File: src/sv/pid_derivative_on_measurement_defines.svh
// ----------------------------------------------------------------------------
// PID derivative-on-measurement assertion macros
// Concurrent check wrappers, compiled out when SYNTH is defined.
// ----------------------------------------------------------------------------
`ifndef PID_DERIVATIVE_ON_MEASUREMENT_DEFINES_SVH
`define PID_DERIVATIVE_ON_MEASUREMENT_DEFINES_SVH

`ifndef SYNTH
// checked on every clock edge outside reset
`define PIDM_ASSERT(lbl, prop) \
	lbl: assert property (@(posedge clk) disable iff (!arst_n) prop) \
		else $error("pidm check failed");
// checked on every clock edge, reset included
`define PIDM_ASSERT_RST(lbl, prop) \
	lbl: assert property (@(posedge clk) prop) \
		else $error("pidm reset check failed");
`else
`define PIDM_ASSERT(lbl, prop)
`define PIDM_ASSERT_RST(lbl, prop)
`endif

`endif

File: src/sv/pidm_pkg.sv
// ----------------------------------------------------------------------------
// PID derivative-on-measurement package
// Register indexes, configuration record and shared widths.
// ----------------------------------------------------------------------------
package pidm_pkg;

	localparam int DATA_WIDTH_DEF = 16;
	localparam int FRAC_BITS_DEF  = 8;
	localparam int IDX_W          = 3;
	localparam int CFG_DATA_W     = 32;
	localparam int INTEG_W        = 32;

	// register indexes on the write port
	typedef enum logic [IDX_W-1:0] {
		REG_GAIN_PROP    = 3'd0,
		REG_GAIN_INTEG   = 3'd1,
		REG_GAIN_DERIV   = 3'd2,
		REG_INTEG_UPPER  = 3'd3,
		REG_INTEG_LOWER  = 3'd4,
		REG_DRIVE_OFFSET = 3'd5,
		REG_DRIVE_UPPER  = 3'd6,
		REG_DRIVE_LOWER  = 3'd7
	} reg_idx_t;

	// live configuration handed from the register file to the datapath
	typedef struct packed {
		logic        [15:0]        gain_prop;
		logic        [15:0]        gain_integ;
		logic        [15:0]        gain_deriv;
		logic signed [INTEG_W-1:0] integ_upper;
		logic signed [INTEG_W-1:0] integ_lower;
		logic        [14:0]        drive_offset;
		logic signed [15:0]        drive_upper;
		logic signed [15:0]        drive_lower;
	} cfg_t;

	localparam logic signed [15:0] DRIVE_UPPER_RST = 16'sh7FFF;
	localparam logic signed [15:0] DRIVE_LOWER_RST = 16'sh8000;

endpackage

File: src/sv/pidm_cfg.sv
// ----------------------------------------------------------------------------
// PID configuration register file
// Decodes the write port into the eight controller registers.
// ----------------------------------------------------------------------------
module pidm_cfg (
	input  logic                                clk,
	input  logic                                arst_n,
	input  logic                                wr_en,
	input  logic [pidm_pkg::IDX_W-1:0]          wr_index,
	input  logic [pidm_pkg::CFG_DATA_W-1:0]     wr_data,
	output pidm_pkg::cfg_t                      cfg
);
	import pidm_pkg::*;

	cfg_t cfg_q;

	// write decode, upper data bits beyond a register's width are dropped
	always_ff @(posedge clk or negedge arst_n) begin
		if (!arst_n) begin
			cfg_q.gain_prop    <= '0;
			cfg_q.gain_integ   <= '0;
			cfg_q.gain_deriv   <= '0;
			cfg_q.integ_upper  <= '0;
			cfg_q.integ_lower  <= '0;
			cfg_q.drive_offset <= '0;
			cfg_q.drive_upper  <= DRIVE_UPPER_RST;
			cfg_q.drive_lower  <= DRIVE_LOWER_RST;
		end else if (wr_en) begin
			unique case (reg_idx_t'(wr_index))
				REG_GAIN_PROP:    cfg_q.gain_prop    <= wr_data[15:0];
				REG_GAIN_INTEG:   cfg_q.gain_integ   <= wr_data[15:0];
				REG_GAIN_DERIV:   cfg_q.gain_deriv   <= wr_data[15:0];
				REG_INTEG_UPPER:  cfg_q.integ_upper  <= $signed(wr_data[INTEG_W-1:0]);
				REG_INTEG_LOWER:  cfg_q.integ_lower  <= $signed(wr_data[INTEG_W-1:0]);
				REG_DRIVE_OFFSET: cfg_q.drive_offset <= wr_data[14:0];
				REG_DRIVE_UPPER:  cfg_q.drive_upper  <= $signed(wr_data[15:0]);
				REG_DRIVE_LOWER:  cfg_q.drive_lower  <= $signed(wr_data[15:0]);
				default: begin
				end
			endcase
		end
	end

	assign cfg = cfg_q;

endmodule

File: config.mk
export PLATFORM = sky130hd
export DESIGN_NAME = pidm_cfg
export DESIGN_NICKNAME = d
export VERILOG_FILES = /design/src/sv/pid_derivative_on_measurement_defines.svh /design/src/sv/pidm_pkg.sv /design/src/sv/pidm_cfg.sv
export SDC_FILE = /design/constraint.sdc
export NUM_CORES = 1
export LEC_CHECK = 0
export BUFFER_PORTS_ARGS = -buffer_cell sky130_fd_sc_hd__buf_4
export CAP_MARGIN = 20
export CORE_MARGIN = 3
export CORE_UTILIZATION = 40
export DETAILED_ROUTE_END_ITERATION = 8
export PLACE_DENSITY_LB_ADDON = 0.08
export SYNTH_ARGS = -nofsm -noshare
export SYNTH_HDL_FRONTEND = slang
export SYNTH_SLANG_ARGS = --single-unit
File: constraint.sdc
create_clock -name clk -period 0.8 [get_ports clk]
set_clock_uncertainty 0.1 [all_clocks]
set_input_delay 0.2 -clock clk [delete_from_list [all_inputs] [get_ports clk]]
set_output_delay 0.2 -clock clk [all_outputs]
set_load 0.01 [all_outputs]
==> results.sh, run 1 <==
export IMPL_yosysWarnings=0
export IMPL_hold_slack_ns=-0.0756
export IMPL_synth_ff_type="dfrtp_1"
export IMPL_path_delay_family="flip-flops"
export IMPL_clk_pin_slew_worst_paths_ns=0.06
export IMPL_power_internal_uw=22100
export IMPL_rsz0062_at_grt="true"
export IMPL_cp_slowest_stage_delay_ns=0.56
export IMPL_power_density_nw_per_um2=2670
export IMPL_synth_cells=345
export IMPL_die_h_um=129
export IMPL_synth_edf_count=0
export IMPL_setup_slack_ns=-0.587
export IMPL_whs_path_depth=2
export IMPL_drive_gt1_frac=0.788
export IMPL_synth_distinct_cells=15
export IMPL_routabilityCongestion=0.744
export IMPL_die_x_um=129
export IMPL_placed_area_um2=8240
export IMPL_switchingPower_uw=7800
export IMPL_dp_cells=730
export IMPL_core_area_um2=14700
export IMPL_synth_seq_cells=159
export IMPL_synth_top_area_share=0.588
export IMPL_port_buffers=196
export IMPL_setup_viol=318
export IMPL_r2r_end="cfg[66]"
export IMPL_wl_per_cell_um=21.8
export IMPL_largest_reg_flops=159
export IMPL_r2r_cells=3
export IMPL_setup_tns_ns=-111.84
export IMPL_worstSetupStartpoint="cfg[15]"
export IMPL_synth_area_per_cell_um2=17.6
export IMPL_yosys_top_cells_area="dfrtp_1 (59%), mux2_2 (27%), dfstp_2 (6.9%)"
export IMPL_wirelength_mm=19.3
export IMPL_finalNonFillerCells=887
export IMPL_n_antenna_cell=0
export IMPL_area_growth_pct=83.8
export IMPL_dieArea_um2=16700
export IMPL_cts_root_buf="clkbuf_16"
export IMPL_rows=44
export IMPL_cp_required_ns=0.50
export IMPL_yosysMostFrequentCell="mux2_2"
export IMPL_timing_hold_violations_final=84
export IMPL_start_kind="flip-flop"
export IMPL_final_max_slew_viol_count=0
export IMPL_dr_pass1_iters=4
export IMPL_status="complete, but fails checks"
export IMPL_vias_per_cell=4.89
export IMPL_power_leakage_uw=0.00563
export IMPL_comb_power_share=0.353
export IMPL_numCtsBuffers=17
export IMPL_p_clk_frac=0.264
export IMPL_relSlewSlack=0.828
export IMPL_design_area_um2=11200
export IMPL_cts_sinks=159
export IMPL_synth_top_area_cell="dfrtp_1"
export IMPL_nNetsFinal=729
export IMPL_start_util=0.414
export IMPL_drcViolationCount=0
export IMPL_synthTopCellsByCount="mux2_2 (147), dfrtp_1 (143), dfstp_2 (16), mux2_4 (10), buf_2 (9)"
export IMPL_clk_latency_ns=0.41
export IMPL_holdPathEnd="cfg[63]"
export IMPL_ioPinCount=197
export IMPL_rrSetupSlack_ns=-0.33
export IMPL_syn_nets=383
export IMPL_dp_hpwl_mm=10.6
export IMPL_first_global_vias=4687
export IMPL_min_from="wr_data[16]"
export IMPL_holdBufCountCts=1
export IMPL_dp_slack_ns=-0.829
export IMPL_switching_share=0.261
export IMPL_grt_start_max_net_pins=56
export IMPL_grt_pass1_wl_mm=28.3
export IMPL_path_cells="buf_6"
export IMPL_crit_type="flip-flop to output port"
export IMPL_grt_overflow_total=0
export IMPL_tightest_slew_ns=0.257
export IMPL_crit_arrival_ns=1.09
export IMPL_netlist_area_um2=6080
export IMPL_htreeDepth=4
export IMPL_clockBufferDepth=2
export IMPL_synth_seq_area_share=0.657
export IMPL_hp_class="primary input to flip-flop"
export IMPL_cap_viol_max_count=0
export IMPL_timing_final_crit_share=1.73
export IMPL_finalPower_uw=29900
export IMPL_postRouteAntennaNets=0
export IMPL_fin_crit_ns=1.39
export IMPL_path_max_fanout=2
export IMPL_worst_path_buf_inv=1
export IMPL_antenna_found_initial=0
export IMPL_violations="negative hold slack, negative setup slack"
export IMPL_grt_usage=0.227
export IMPL_cts_tree="yes"
export IMPL_r2r_start="cfg[66]"
export IMPL_cpMaxStageDelayCell="dfstp_2"
export IMPL_ir_drop_v=0.00144
export IMPL_endpoint_kind="output port"
export IMPL_clock_fmax_ghz=0.721
export IMPL_async_flop_share=1.00
export IMPL_num_vias=4340
export IMPL_seqPwrFrac=0.383
export IMPL_drtIter0Drc=117
[stage by stage]
step / hold WS (ns) / util
floorplan: -0.196 / -
global placement: 0.115 / 0.560
detailed placement: 0.113 / 0.560
CTS: -0.0986 / 0.723
global route: -0.0928 / 0.761
finish: -0.0756 / 0.761
[layout make-up]
class                      count  area (um2)
sequential                   159        4000
fill                         869        3520
tap                          184         230
timing repair buffer         346        3830
clock inverter                 7        87.6
clock buffer                  24         482
multi-input combinational    167        2550
[how the worst max path moves through the flow]
stage	end	slack, ns	cells past startpoint
2_1_floorplan	cfg[149]	-0.71	4
3_3_place_gp	cfg[48]	-0.80	4
3_5_place_dp	cfg[48]	-0.83	4
4_1_cts	cfg[15]	-0.59	1
5_1_grt	cfg[26]	-0.62	1
6_report	cfg[15]	-0.59	1
[cell families (layout without fill, tap and decap cells)]
group                  count (synthesis)  count (layout)  share of synthesized area
flip-flops                           159             159                      0.657
buffers and inverters                 19             377                     0.0249
AND/OR/NAND/NOR                        8               8                     0.0173
multiplexers                         159             159                      0.300
[metal layers]
layer | global-route usage | routed length [um] | vias up | share of wire
met5 | 0 | 0 | - | 0
met4 | 0.0673 | 292 | 0 | 0.015
met3 | 0.0643 | 1050 | 20 | 0.054
met2 | 0.380 | 9910 | 146 | 0.51
met1 | 0.288 | 8070 | 2264 | 0.42
li1 | - | - | 1910 | -
[cell usage in the layout (no fill, tap or decap), types with 2 or more instances in the layout]
cell type  count
mux2_4       155
clkinv_2       4
buf_12        23
nand4b_4       2
nor4bb_4       3
buf_6        200
buf_4        105
mux2_2         4
clkbuf_16     20
buf_16         3
buf_8         11
dfstp_2       16
bufinv_16      2
clkbuf_8       3
dfrtp_1      143
clkbuf_1       4
[power groups by stage]
stage,combinational [uW],clock [uW],sequential (uW)
after floorplan,2220,0,11800
after global placement,6750,0,11000
after detailed placement,6830,0,11100
after CTS,9430,8010,11300
after global routing,11100,8390,11600
final,10500,7890,11400
[timing repair]
item,in CTS,in global routing
pin swaps,5,6
setup buffers,66,62
endpoints found under the hold margin,309,139
resized for setup,280,62
setup endpoints to repair,318,320
cloned,9,3
Power figures use the tool's default switching activity.
==> inputs of run 2 (changes only) <==
--- a/config.mk
+++ b/config.mk
@@ -8,8 +8,9 @@
 export BUFFER_PORTS_ARGS = -buffer_cell sky130_fd_sc_hd__buf_4
 export CAP_MARGIN = 20
 export CORE_MARGIN = 3
-export CORE_UTILIZATION = 40
+export CORE_UTILIZATION = 34
 export DETAILED_ROUTE_END_ITERATION = 8
+export GPL_TIMING_DRIVEN = 0
 export PLACE_DENSITY_LB_ADDON = 0.08
 export SYNTH_ARGS = -nofsm -noshare
 export SYNTH_HDL_FRONTEND = slang
==> run 2 against run 1 <==
Effect of this change:
- sequential share of layout area is essentially flat
- cell area hardly changed
- routed wire length is 3.8% lower
- maximum frequency grew 1.6%
- register-to-register slack is essentially flat
- first-iteration DRC count is 26% higher
- power down 1.7%
- core utilization fell by 12 points
- the run still ends with negative hold slack, negative setup slack left
- clock-buffer cell count decreased by 4
==> results.sh, run 2 (same netlist as run 1, synthesis figures left out) <==
export IMPL_grt_start_max_net_pins=87
export IMPL_power_leakage_uw=0.00557
export IMPL_start_util=0.349
export IMPL_cap_viol_max_count=0
export IMPL_timing_final_crit_share=1.71
export IMPL_hold_slack_ns=-0.427
export IMPL_vias_per_cell=4.61
export IMPL_dp_hpwl_mm=10.6
export IMPL_wirelength_mm=18.6
export IMPL_clk_latency_ns=0.42
export IMPL_crit_type="flip-flop to output port"
export IMPL_grt_overflow_total=0
export IMPL_worst_path_buf_inv=1
export IMPL_ioPinCount=197
export IMPL_relSlewSlack=0.685
export IMPL_num_vias=4302
export IMPL_rsz0062_at_grt="true"
export IMPL_fin_crit_ns=1.37
export IMPL_numCtsBuffers=17
export IMPL_first_global_vias=4714
export IMPL_routabilityCongestion=0.733
export IMPL_drive_gt1_frac=0.794
export IMPL_timing_hold_violations_final=194
export IMPL_ir_drop_v=0.00206
export IMPL_cts_root_buf="clkbuf_16"
export IMPL_core_area_um2=17400
export IMPL_clock_fmax_ghz=0.732
export IMPL_clockBufferDepth=2
export IMPL_setup_viol=318
export IMPL_power_density_nw_per_um2=2630
export IMPL_cpMaxStageDelayCell="dfstp_2"
export IMPL_final_max_slew_viol_count=0
export IMPL_cts_sinks=159
export IMPL_dp_slack_ns=-1.08
export IMPL_rrSetupSlack_ns=-0.33
export IMPL_hp_class="primary input to async pin"
export IMPL_area_growth_pct=83.8
export IMPL_clk_pin_slew_worst_paths_ns=0.06
export IMPL_path_cells="buf_6"
export IMPL_nNetsFinal=734
export IMPL_largest_reg_flops=159
export IMPL_final_common_cell="buf_6"
export IMPL_cp_slowest_stage_delay_ns=0.54
export IMPL_antenna_found_initial=0
export IMPL_htreeDepth=4
export IMPL_r2r_start="cfg[61]"
export IMPL_port_buffers=192
export IMPL_dr_pass1_iters=4
export IMPL_die_h_um=140
export IMPL_layout_common_cells="buf_6 (199), mux2_4 (146), dfrtp_1 (143), buf_4 (118), buf_12 (25)"
export IMPL_n_antenna_cell=0
export IMPL_rows=48
export IMPL_wl_per_cell_um=19.9
export IMPL_finalPower_uw=29400
export IMPL_r2r_end="cfg[61]"
export IMPL_path_max_fanout=2
export IMPL_start_kind="flip-flop"
export IMPL_dieArea_um2=19500
export IMPL_setup_slack_ns=-0.565
export IMPL_path_delay_family="flip-flops"
export IMPL_grt_pass1_wl_mm=28.3
export IMPL_r2r_cells=3
export IMPL_grt_usage=0.189
export IMPL_status="complete, but fails checks"
export IMPL_crit_arrival_ns=1.07
export IMPL_endpoint_kind="output port"
export IMPL_drcViolationCount=0
export IMPL_die_x_um=140
export IMPL_tightest_slew_ns=0.473
export IMPL_drtIter0Drc=147
export IMPL_dp_cells=763
export IMPL_cp_required_ns=0.50
export IMPL_cts_tree="yes"
export IMPL_postRouteAntennaNets=0
export IMPL_finalNonFillerCells=933
export IMPL_violations="negative hold slack, negative setup slack"
## run 2: cell count changes in the layout (fill, tap and decap cells not counted)
cell / before / now
mux2_4: 155 / 146
clkinv_4: 0 / 2
buf_6: 200 / 199
clkinv_2: 4 / 5
mux2_2: 4 / 13
clkbuf_1: 4 / 2
buf_8: 11 / 4
buf_4: 105 / 118
clkbuf_16: 20 / 19
clkinvlp_4: 1 / 2
clkbuf_8: 3 / 1
buf_12: 23 / 25
dlygate4sd3_1: 1 / 0
## run 2: worst max-delay path by stage
| stage | endpoint | startpoint | slack (ns) | cells after the start |
|---|---|---|---|---|
| 2_1_floorplan | cfg[149] | wr_index[1] | -0.71 | 4 |
| 3_3_place_gp | cfg[42] | arst_n | -1.41 | 1 |
| 3_5_place_dp | cfg[149] | wr_index[1] | -1.08 | 4 |
| 4_1_cts | cfg[28] | cfg[28] | -0.58 | 1 |
| 5_1_grt | cfg[30] | cfg[30] | -0.60 | 1 |
| 6_report | cfg[17] | cfg[17] | -0.57 | 1 |
## run 2: power by group
part / internal [uW] / switching (uW) / total [uW]
Clock: 4640 / 3200 / 7840
Sequential: 9970 / 1370 / 11300
Combinational: 7060 / 3130 / 10200
Total: 21700 / 7700 / 29400
## run 2: metal layers
| layer | track usage | vias up | routed length, um |
|---|---|---|---|
| li1 | - | 1931 | - |
| met1 | 0.245 | 2230 | 8090 |
| met2 | 0.306 | 120 | 9120 |
| met3 | 0.0570 | 21 | 1070 |
| met4 | 0.0597 | 0 | 302 |
| met5 | 0 | - | 0 |
## run 2: area by class of cell
class                           count  area (um2)
Sequential cell                   159        4000
Clock buffer                       20         447
Clock inverter                     11         118
Fill cell                        1280        6240
Tap cell                          225         282
Timing Repair Buffer              336        3550
Multi-Input combinational cell    167        2510
Buffer                             15         267
## run 2: stage by stage
stage / utilization / TNS, ns / hold slack [ns] / area (um2)
4_1_cts: 0.621 / -112.50 / -0.350 / 10800
3_3_place_gp: 0.467 / -330.54 / 0.339 / 8130
3_5_place_dp: 0.469 / -146.92 / 0.104 / 8160
2_1_floorplan: - / -85.59 / -0.196 / 6400
6_report: 0.642 / -114.20 / -0.427 / 11200
5_1_grt: 0.642 / -123.32 / -0.417 / 11200
## run 2: timing repair
action / CTS / global route
setup endpoints to repair: 318 / 325
hold endpoints to repair: 221 / 207
pin swaps: 4 / 7
gates resized for setup: 268 / 60
buffers inserted: 93 / 55
cloned: 9 / 1
